## src/rtl/core/md4_pkg.sv

```systemverilog
`timescale 1ns / 1ps
// ----------------------------------------------------------------------------
// MD4 package
// Shared item kinds, constants and round helpers for the MD4 engine.
// ----------------------------------------------------------------------------
package md4_pkg;

  typedef enum logic [1:0] {
    KIND_ABSORB  = 2'd0,
    KIND_FINISH  = 2'd1,
    KIND_RESTART = 2'd2,
    KIND_UNUSED  = 2'd3
  } kind_e;

  localparam logic [31:0] IV_A     = 32'h67452301;
  localparam logic [31:0] IV_B     = 32'hefcdab89;
  localparam logic [31:0] IV_C     = 32'h98badcfe;
  localparam logic [31:0] IV_D     = 32'h10325476;
  localparam logic [31:0] K_ROUND2 = 32'h5a827999;
  localparam logic [31:0] K_ROUND3 = 32'h6ed9eba1;
  localparam logic [7:0]  PAD_MARK = 8'h80;

  typedef struct packed {
    logic [31:0] digest_word;
    logic [1:0]  word_index;
    logic        last;
  } out_item_t;

  typedef struct packed {
    logic [1:0] kind;
    logic [7:0] data_byte;
  } in_item_t;

  // message word selected at step i (0..47)
  function automatic logic [3:0] word_sel(input logic [5:0] i);
    logic [3:0] j;
    begin
      j = i[3:0];
      case (i[5:4])
        2'd0:    word_sel = j;
        2'd1:    word_sel = {j[1:0], j[3:2]};
        default: word_sel = {j[0], j[1], j[2], j[3]};
      endcase
    end
  endfunction

  function automatic logic [4:0] rot_amt(input logic [5:0] i);
    logic [4:0] r;
    begin
      r = 5'd3;
      case ({i[5:4], i[1:0]})
        4'b0000, 4'b0100, 4'b1000: r = 5'd3;
        4'b0001: r = 5'd7;
        4'b0010: r = 5'd11;
        4'b0011: r = 5'd19;
        4'b0101: r = 5'd5;
        4'b0110: r = 5'd9;
        4'b0111: r = 5'd13;
        4'b1001: r = 5'd9;
        4'b1010: r = 5'd11;
        4'b1011: r = 5'd15;
        default: r = 5'd3;
      endcase
      rot_amt = r;
    end
  endfunction

endpackage

```

## src/rtl/core/md4_if.sv

```systemverilog
`timescale 1ns / 1ps
// ----------------------------------------------------------------------------
// MD4 stream interfaces
// Valid/ready channels for input items and digest items.
// ----------------------------------------------------------------------------
interface md4_in_if;
  logic       valid;
  logic       ready;
  logic [1:0] kind;
  logic [7:0] data_byte;
  modport source (output valid, kind, data_byte, input ready);
  modport sink   (input valid, kind, data_byte, output ready);
endinterface

interface md4_out_if;
  logic        valid;
  logic        ready;
  logic [31:0] digest_word;
  logic [1:0]  word_index;
  logic        last;
  modport source (output valid, digest_word, word_index, last, input ready);
  modport sink   (input valid, digest_word, word_index, last, output ready);
endinterface

```

## src/rtl/core/md4_hash_engine_unit.sv

```systemverilog
`timescale 1ns / 1ps
// ----------------------------------------------------------------------------
// MD4 hash engine
// Byte-serial MD4: block buffer in a word memory, one compression step a cycle.
// ----------------------------------------------------------------------------
// Operation:
//   absorb byte: taken while idle; the 64th byte of a block starts 48 steps,
//   one per cycle, bound by the single read port of the block memory, then a fold.
//   finish: for each of one or two padded blocks, 16 padding writes, the 48
//   steps and one fold, then the digest words go out one word a cycle as taken.
//   Reset loads the initial vector and clears counts; the memory is not cleared.
module md4_hash_engine_unit (
  input logic   clk_i,
  input logic   rst_ni,
  md4_in_if.sink    in_i,
  md4_out_if.source out_o
);
  import md4_pkg::*;

  localparam logic [2:0] ST_IDLE  = 3'd0;
  localparam logic [2:0] ST_PADW  = 3'd1;  // write padding words into shadow
  localparam logic [2:0] ST_RUN   = 3'd2;  // compression steps
  localparam logic [2:0] ST_ADD   = 3'd3;  // fold into chaining words
  localparam logic [2:0] ST_EMIT  = 3'd4;

  // word memory: entries 0..15 live block, 16..31 padding scratch
  logic [31:0] mem [32];
  logic [31:0] rd_q;
  logic [4:0]  rd_addr;
  logic        wr_en;
  logic [4:0]  wr_addr;
  logic [31:0] wr_data;

  logic [2:0]  st_q, st_d;
  logic [31:0] h_q [4];       // running chain
  logic [31:0] f_q [4];       // finish copy
  logic [31:0] a_q, b_q, c_q, d_q;
  logic [5:0]  fill_q;
  logic [63:0] len_q;
  logic [31:0] part_q;        // bytes of the word in progress
  logic [5:0]  step_q;        // step counter; value 48 means read pending done
  logic        fin_q;         // compressing for finish
  logic        two_q;         // finish needs two blocks
  logic        second_q;      // working on the second finish block
  logic [4:0]  pw_q;          // padding word index
  logic [1:0]  oi_q;

  logic acc_in;
  assign in_i.ready = (st_q == ST_IDLE);
  assign acc_in = in_i.valid && in_i.ready;

  // padding word value for word index w of a finish block
  function automatic logic [31:0] pad_word(input logic [3:0] w, input logic sec,
                                           input logic two, input logic [5:0] n,
                                           input logic [31:0] part, input logic [63:0] len);
    logic [31:0] v;
    logic [3:0]  nw;
    begin
      nw = n[5:2];
      v = 32'd0;
      if (!sec) begin
        if (w == nw) begin
          case (n[1:0])
            2'd0:    v = {24'd0, PAD_MARK};
            2'd1:    v = {16'd0, PAD_MARK, part[7:0]};
            2'd2:    v = {8'd0, PAD_MARK, part[15:0]};
            default: v = {PAD_MARK, part[23:0]};
          endcase
        end
      end
      if (!two || sec) begin
        if (w == 4'd14) v = len[31:0];
        if (w == 4'd15) v = len[63:32];
      end
      pad_word = v;
    end
  endfunction

  // read address: live words below fill, scratch otherwise during finish
  logic [3:0] sel_w;
  logic       live_w;
  assign sel_w  = word_sel(step_q);
  assign live_w = !fin_q || (!second_q && (sel_w < fill_q[5:2]));
  assign rd_addr = {!live_w, sel_w};

  always_ff @(posedge clk_i) begin
    if (wr_en) mem[wr_addr] <= wr_data;
    rd_q <= mem[rd_addr];
  end

  // step datapath
  logic [31:0] fx, kx, sum, rot;
  logic [4:0]  sh;
  logic [5:0]  cur;
  assign cur = step_q - 6'd1;
  always_comb begin
    case (cur[5:4])
      2'd0:    begin fx = (b_q & c_q) | (~b_q & d_q); kx = 32'd0; end
      2'd1:    begin fx = (b_q & c_q) | (b_q & d_q) | (c_q & d_q); kx = K_ROUND2; end
      default: begin fx = b_q ^ c_q ^ d_q; kx = K_ROUND3; end
    endcase
    sh  = rot_amt(cur);
    sum = a_q + fx + rd_q + kx;
    rot = (sum << sh) | (sum >> (6'd32 - {1'b0, sh}));
  end

  always_comb begin
    wr_en = 1'b0; wr_addr = '0; wr_data = '0;
    if (acc_in && in_i.kind == KIND_ABSORB && fill_q[1:0] == 2'd3) begin
      wr_en = 1'b1; wr_addr = {1'b0, fill_q[5:2]};
      wr_data = {in_i.data_byte, part_q[23:0]};
    end else if (st_q == ST_PADW) begin
      wr_en = 1'b1; wr_addr = {1'b1, pw_q[3:0]};
      wr_data = pad_word(pw_q[3:0], second_q, two_q, fill_q, part_q, len_q);
    end
  end

  logic [31:0] base [4];
  always_comb begin
    for (int k = 0; k < 4; k++) base[k] = fin_q ? f_q[k] : h_q[k];
  end

  always_ff @(posedge clk_i or negedge rst_ni) begin
    if (!rst_ni) begin
      st_q <= ST_IDLE; fill_q <= '0; len_q <= '0;
      h_q[0] <= IV_A; h_q[1] <= IV_B; h_q[2] <= IV_C; h_q[3] <= IV_D;
      step_q <= '0; fin_q <= 1'b0; two_q <= 1'b0; second_q <= 1'b0;
      pw_q <= '0; oi_q <= '0;
    end else begin
      case (st_q)
        ST_IDLE: begin
          if (acc_in) begin
            case (in_i.kind)
              KIND_ABSORB: begin
                fill_q <= fill_q + 6'd1;
                len_q  <= len_q + 64'd8;
                if (fill_q == 6'd63) begin
                  // hold for compression
                  fin_q <= 1'b0; step_q <= '0; st_q <= ST_RUN;
                end
              end
              KIND_FINISH: begin
                fin_q <= 1'b1; second_q <= 1'b0;
                two_q <= (fill_q > 6'd55);
                f_q <= h_q; pw_q <= '0; st_q <= ST_PADW;
              end
              KIND_RESTART: begin
                h_q[0] <= IV_A; h_q[1] <= IV_B; h_q[2] <= IV_C; h_q[3] <= IV_D;
                fill_q <= '0; len_q <= '0;
              end
              default: ;
            endcase
          end
        end
        ST_PADW: begin
          pw_q <= pw_q + 5'd1;
          if (pw_q == 5'd15) begin step_q <= '0; st_q <= ST_RUN; end
        end
        ST_RUN: begin
          if (step_q == 6'd0) begin
            a_q <= base[0]; b_q <= base[1]; c_q <= base[2]; d_q <= base[3];
          end else begin
            a_q <= d_q; d_q <= c_q; c_q <= b_q; b_q <= rot;
          end
          step_q <= step_q + 6'd1;
          if (step_q == 6'd48) st_q <= ST_ADD;
        end
        ST_ADD: begin
          if (!fin_q) begin
            h_q[0] <= h_q[0] + a_q; h_q[1] <= h_q[1] + b_q;
            h_q[2] <= h_q[2] + c_q; h_q[3] <= h_q[3] + d_q;
            st_q <= ST_IDLE;
          end else begin
            f_q[0] <= f_q[0] + a_q; f_q[1] <= f_q[1] + b_q;
            f_q[2] <= f_q[2] + c_q; f_q[3] <= f_q[3] + d_q;
            if (two_q && !second_q) begin
              second_q <= 1'b1; pw_q <= '0; st_q <= ST_PADW;
            end else begin
              oi_q <= '0; st_q <= ST_EMIT;
            end
          end
        end
        ST_EMIT: begin
          if (out_o.ready) begin
            oi_q <= oi_q + 2'd1;
            if (oi_q == 2'd3) begin fin_q <= 1'b0; st_q <= ST_IDLE; end
          end
        end
        default: st_q <= ST_IDLE;
      endcase
    end
  end

  // assemble partial word bytes
  always_ff @(posedge clk_i) begin
    if (acc_in && in_i.kind == KIND_ABSORB) begin
      case (fill_q[1:0])
        2'd0:    part_q[7:0]   <= in_i.data_byte;
        2'd1:    part_q[15:8]  <= in_i.data_byte;
        2'd2:    part_q[23:16] <= in_i.data_byte;
        default: part_q[31:24] <= in_i.data_byte;
      endcase
    end
  end

  assign out_o.valid       = (st_q == ST_EMIT);
  assign out_o.digest_word = f_q[oi_q];
  assign out_o.word_index  = oi_q;
  assign out_o.last        = (oi_q == 2'd3);

  a_no_in_busy: assert property (@(posedge clk_i) disable iff (!rst_ni)
    (st_q != ST_IDLE) |-> !in_i.ready) else $error("input taken while busy");
  a_run_len: assert property (@(posedge clk_i) disable iff (!rst_ni)
    (st_q == ST_RUN) |-> (step_q <= 6'd48)) else $error("step overrun");
  a_emit_fin: assert property (@(posedge clk_i) disable iff (!rst_ni)
    (st_q == ST_EMIT) |-> fin_q) else $error("emit outside finish");
endmodule
```

## src/flat_wrapper.sv

```systemverilog
// flat-port wrapper written by rule: the top's interface ports become plain ports
module md4_hash_engine_unit_flat import md4_pkg::*;
  (clk_i, rst_ni, in_i_valid, in_i_kind, in_i_data_byte, in_i_ready, out_o_valid, out_o_digest_word, out_o_word_index, out_o_last, out_o_ready);
  md4_in_if in_i_i ();
  md4_out_if out_o_i ();
  input logic clk_i;
  input logic rst_ni;
  input wire logic [$bits(in_i_i.valid)-1:0] in_i_valid;
  input wire logic [$bits(in_i_i.kind)-1:0] in_i_kind;
  input wire logic [$bits(in_i_i.data_byte)-1:0] in_i_data_byte;
  output wire logic [$bits(in_i_i.ready)-1:0] in_i_ready;
  output wire logic [$bits(out_o_i.valid)-1:0] out_o_valid;
  output wire logic [$bits(out_o_i.digest_word)-1:0] out_o_digest_word;
  output wire logic [$bits(out_o_i.word_index)-1:0] out_o_word_index;
  output wire logic [$bits(out_o_i.last)-1:0] out_o_last;
  input wire logic [$bits(out_o_i.ready)-1:0] out_o_ready;
  assign in_i_i.valid = in_i_valid;
  assign in_i_i.kind = in_i_kind;
  assign in_i_i.data_byte = in_i_data_byte;
  assign in_i_ready = in_i_i.ready;
  assign out_o_valid = out_o_i.valid;
  assign out_o_digest_word = out_o_i.digest_word;
  assign out_o_word_index = out_o_i.word_index;
  assign out_o_last = out_o_i.last;
  assign out_o_i.ready = out_o_ready;
  md4_hash_engine_unit u_core (.clk_i(clk_i), .rst_ni(rst_ni), .in_i(in_i_i), .out_o(out_o_i));
endmodule
```

## config.mk

```make
export PLATFORM = sky130hd
export DESIGN_NAME = md4_hash_engine_unit_flat
export DESIGN_NICKNAME = d
export VERILOG_FILES = /design/src/rtl/core/md4_pkg.sv /design/src/rtl/core/md4_if.sv /design/src/rtl/core/md4_hash_engine_unit.sv /design/src/flat_wrapper.sv
export SDC_FILE = /design/constraint.sdc
export NUM_CORES = 2
export LEC_CHECK = 0
export BUFFER_PORTS_ARGS = -buffer_cell sky130_fd_sc_hd__buf_2
export CORE_AREA = 3 3 441 443
export CTS_BUF_LIST = sky130_fd_sc_hd__clkbuf_4
export DETAILED_ROUTE_END_ITERATION = 6
export DIE_AREA = 0 0 444 446
export SYNTH_ARGS = -nofsm -noshare
export SYNTH_HDL_FRONTEND = slang
export SYNTH_SLANG_ARGS = --single-unit
```

## constraint.sdc

```tcl
create_clock -name clk_i -period 14.4 [get_ports clk_i]
set_clock_uncertainty 0.15 [all_clocks]
set_input_delay 1.44 -clock clk_i [delete_from_list [all_inputs] [get_ports clk_i]]
set_output_delay 1.44 -clock clk_i [all_outputs]
set_load 0.01 [all_outputs]
```

==> results.toml <==
[synthesis]
synth-seq-area-share_pct = 55.09
synth_top_flop_cell = "edfxtp_1"
synthTopCellsByArea = "edfxtp_1 48%, mux4_2 7.9%, ha_1 4.8%"
ys_ff_latch = 1550
synth.avg_cell_area_um2 = 12.55
ys_types = 115
synth_edf_count = 1304
yosysMostFrequentCell = "edfxtp_1"
ys_warn_count = 0
synthesis.area_um2 = 82110
synth_top_area_share_pct = 47.69
yosysTopAreaCell = "edfxtp_1"
yosys-top-cells-count = "1304 x edfxtp_1, 760 x nand2_1, 571 x o21ai_0"
syn_nets = 6955
async_flop_share_pct = 13.81
syn-instance-count = 6541

[sta]
drv_slew = 0
tightest_slew_ps = 1370
finalCritPeriodShare_pct = 52.31
hold_viol = 0
setup_violations = 0
min_period_ps = 7532
relSlewSlack_pct = 8.696
timing.fmax_mhz = 132.8
grt_setup_unrepaired = "no"
setup_tns_ps = 0

[run_status]
violations = "design-rule violations"
status = "finished, violations left"

[detailed_routing]
first_pass_iters = 7
wirelength_mm = 250.9
ant_nets = 0
viasPerCell = 5.992
drcViolationCount = 4
num_vias = 57747
drtIter0Drc = 5486
detail_route.wl_per_cell_um = 26.03

[critical_path]
rrSetupSlack_ps = 6870
critical_path_required_ps = 15350
r2r_cells = 20
crit_path_max_fanout = 14
startpoint = "u_core.step_q[4]"
timing.rr.start = "u_core.step_q[4]"
worstSetupPathType = "reg2reg"
crit_end = "u_core.b_q[18]"
regToRegEndpoint = "u_core.b_q[18]"
crit_path_start_kind = "flip-flop"
arrival_ps = 8480
cp-end-kind = "flip-flop"

[global_route]
overflow = 0
grt_first_pass_wirelength_mm = 370.6
grt_max_degree = 158
antenna_found_initial = 7
grt_usage_pct = 25.09
grt_pass1_vias = 56864

[final_layout]
nNetsFinal = 7221
regArea_um2 = 45240
synthToLayoutAreaGrowth_pct = 10.68
drive_gt1_share_pct = 18.99
multi_input_area_um2 = 35350
fill_cells = 16953

[floorplanning]
core-area_um2 = 190400
io-pin-count = 51
dieArea_um2 = 198000
rows = 160
die_h_um = 446
start_util_pct = 43.13
fp.dieW_um = 444

[placed_design]
dp_hpwl_mm = 159.8
portBuffers = 50
gp_congestion = 0.9380

[min_path]
hp-start = "in_i_data_byte[2]"
hold_path.class = "in2reg"

[clock_network]
cts_tree = "yes"
path_clk_slew_ps = 70
cts-buffers-inserted = 413
cts.sinks = 1550
cts_htree_levels = 5
clkLatencyLatePin_ps = 1420
cts_root_buffer = "clkbuf_4"
cts_buffer_depth = 4

[flow_run]
cap_viol_max_count = 0
==> area by class of cell <==
type / count / area share [%]
inverter: 206 / 0.8508
tap: 2511 / 3.457
clock inverter: 91 / 0.4860
clock buffer: 630 / 5.204
sequential: 1550 / 49.78
timing repair buffer: 161 / 1.291
multi-input combinational: 4475 / 38.90
antenna: 13 / 0.03579
==> per-stage QoR <==
step	cells	util, %	cell area [um^2]	setup WS [ps]	hold WS (ps)
2_1_floorplan	6541	-	82110	2473	299.8
3_3_place_gp	8901	44.99	85660	6871	315.4
3_5_place_dp	8901	44.99	85660	6845	326.4
4_1_cts	9624	47.72	90850	6862	10.12
5_1_grt	9636	47.74	90880	6510	39.99
6_report	9637	47.74	90880	6868	159.3
==> worst min path at each step <==
stage                     depth (start not counted)  slack, ps                to
after floorplan                                   2        300    u_core.h_q[63]
after detailed placement                          2        330    u_core.h_q[63]
final                                             1        160  u_core.part_q[2]
after global placement                            2        320    u_core.h_q[63]
after CTS                                         1         10  u_core.part_q[8]
after global routing                              1         40  u_core.part_q[0]
==> kinds of logic (layout without fill, tap and decap cells) <==
| logic type | after synthesis | after routing | synth area share (%) |
|---|---|---|---|
| xor gates and xnor gates | 271 | 271 | 2.923 |
| adders and majority gates | 400 | 400 | 6.881 |
| muxes | 546 | 546 | 11.16 |
| and+or+nand+nor | 1641 | 1641 | 8.971 |
| DFF | 1550 | 1550 | 55.09 |
| buffers and inverters | 516 | 1088 | 2.554 |
| AOI/OAI and AO/OA | 1617 | 1617 | 12.43 |
| other | 0 | 13 | 0 |
==> cells in the final DEF, fill, tap and decap left out, drive strengths merged, types with 41 or more instances in the layout <==
master,netlist,final
a211oi,73,73
a21o,140,140
a21oi,326,326
and3,41,41
buf,97,159
clkbuf,213,630
clkinv,0,85
dfrtp,150,150
dfstp,64,64
edfxtp,1304,1304
fa,86,86
ha,314,314
inv,206,209
mux2,50,50
mux2i,207,207
mux4,289,289
nand2,761,761
nand2b,56,56
nand3,131,131
nor2,359,359
nor3,71,71
o211ai,75,75
o21a,64,64
o21ai,585,585
or3,46,46
xnor2,131,131
xor2,140,140
==> what timing repair did <==
item | in CTS | in global routing
gates resized for setup | 0 | 0
endpoints found under the hold margin | 27 | 0
setup buffers | 0 | 0
hold buffers | 2 | 0
==> critical path: stages, from the launching register on <==
cell and delay [ps]:
dfrtp_1 620, or4_4 620, o21a_1 210, nor2_1 120
buf_4 290, nand2_1 330, inv_1 530, fa_1 530
fa_1 490, inv_1 40, ha_1 390, nor2_1 180
nor3b_1 80, o41ai_1 730, o21ai_2 240, a211oi_2 460
o31a_2 340, mux2i_1 310, a31oi_1 160, a211oi_1 340
o22ai_1 140
==> flip-flops by register name, indices dropped and copies added (netlist names) <==
register,count
u_core.a_q,32
u_core.b_q,32
u_core.c_q,32
u_core.d_q,32
u_core.f_q,128
u_core.fill_q,6
u_core.fin_q,1
u_core.h_q,128
u_core.len_q,61
u_core.mem,1024
u_core.out_o.word_index,2
u_core.part_q,24
u_core.pw_q,5
u_core.rd_q,32
u_core.second_q,1
u_core.st_q,3
u_core.step_q,6
u_core.two_q,1
==> metal layers <==
metal  share of wire, %  vias up  GRT usage (%)
li1                   -    25716              -
met1                 41    29150          33.82
met2                 48     2388          41.11
met3                7.6      493          4.122
met4                3.4        0          9.008
met5                  0        -              0
Power is left out: the tool's default activity adds up to more than one toggle a clock period on the data nets, which glitch-free logic cannot reach.
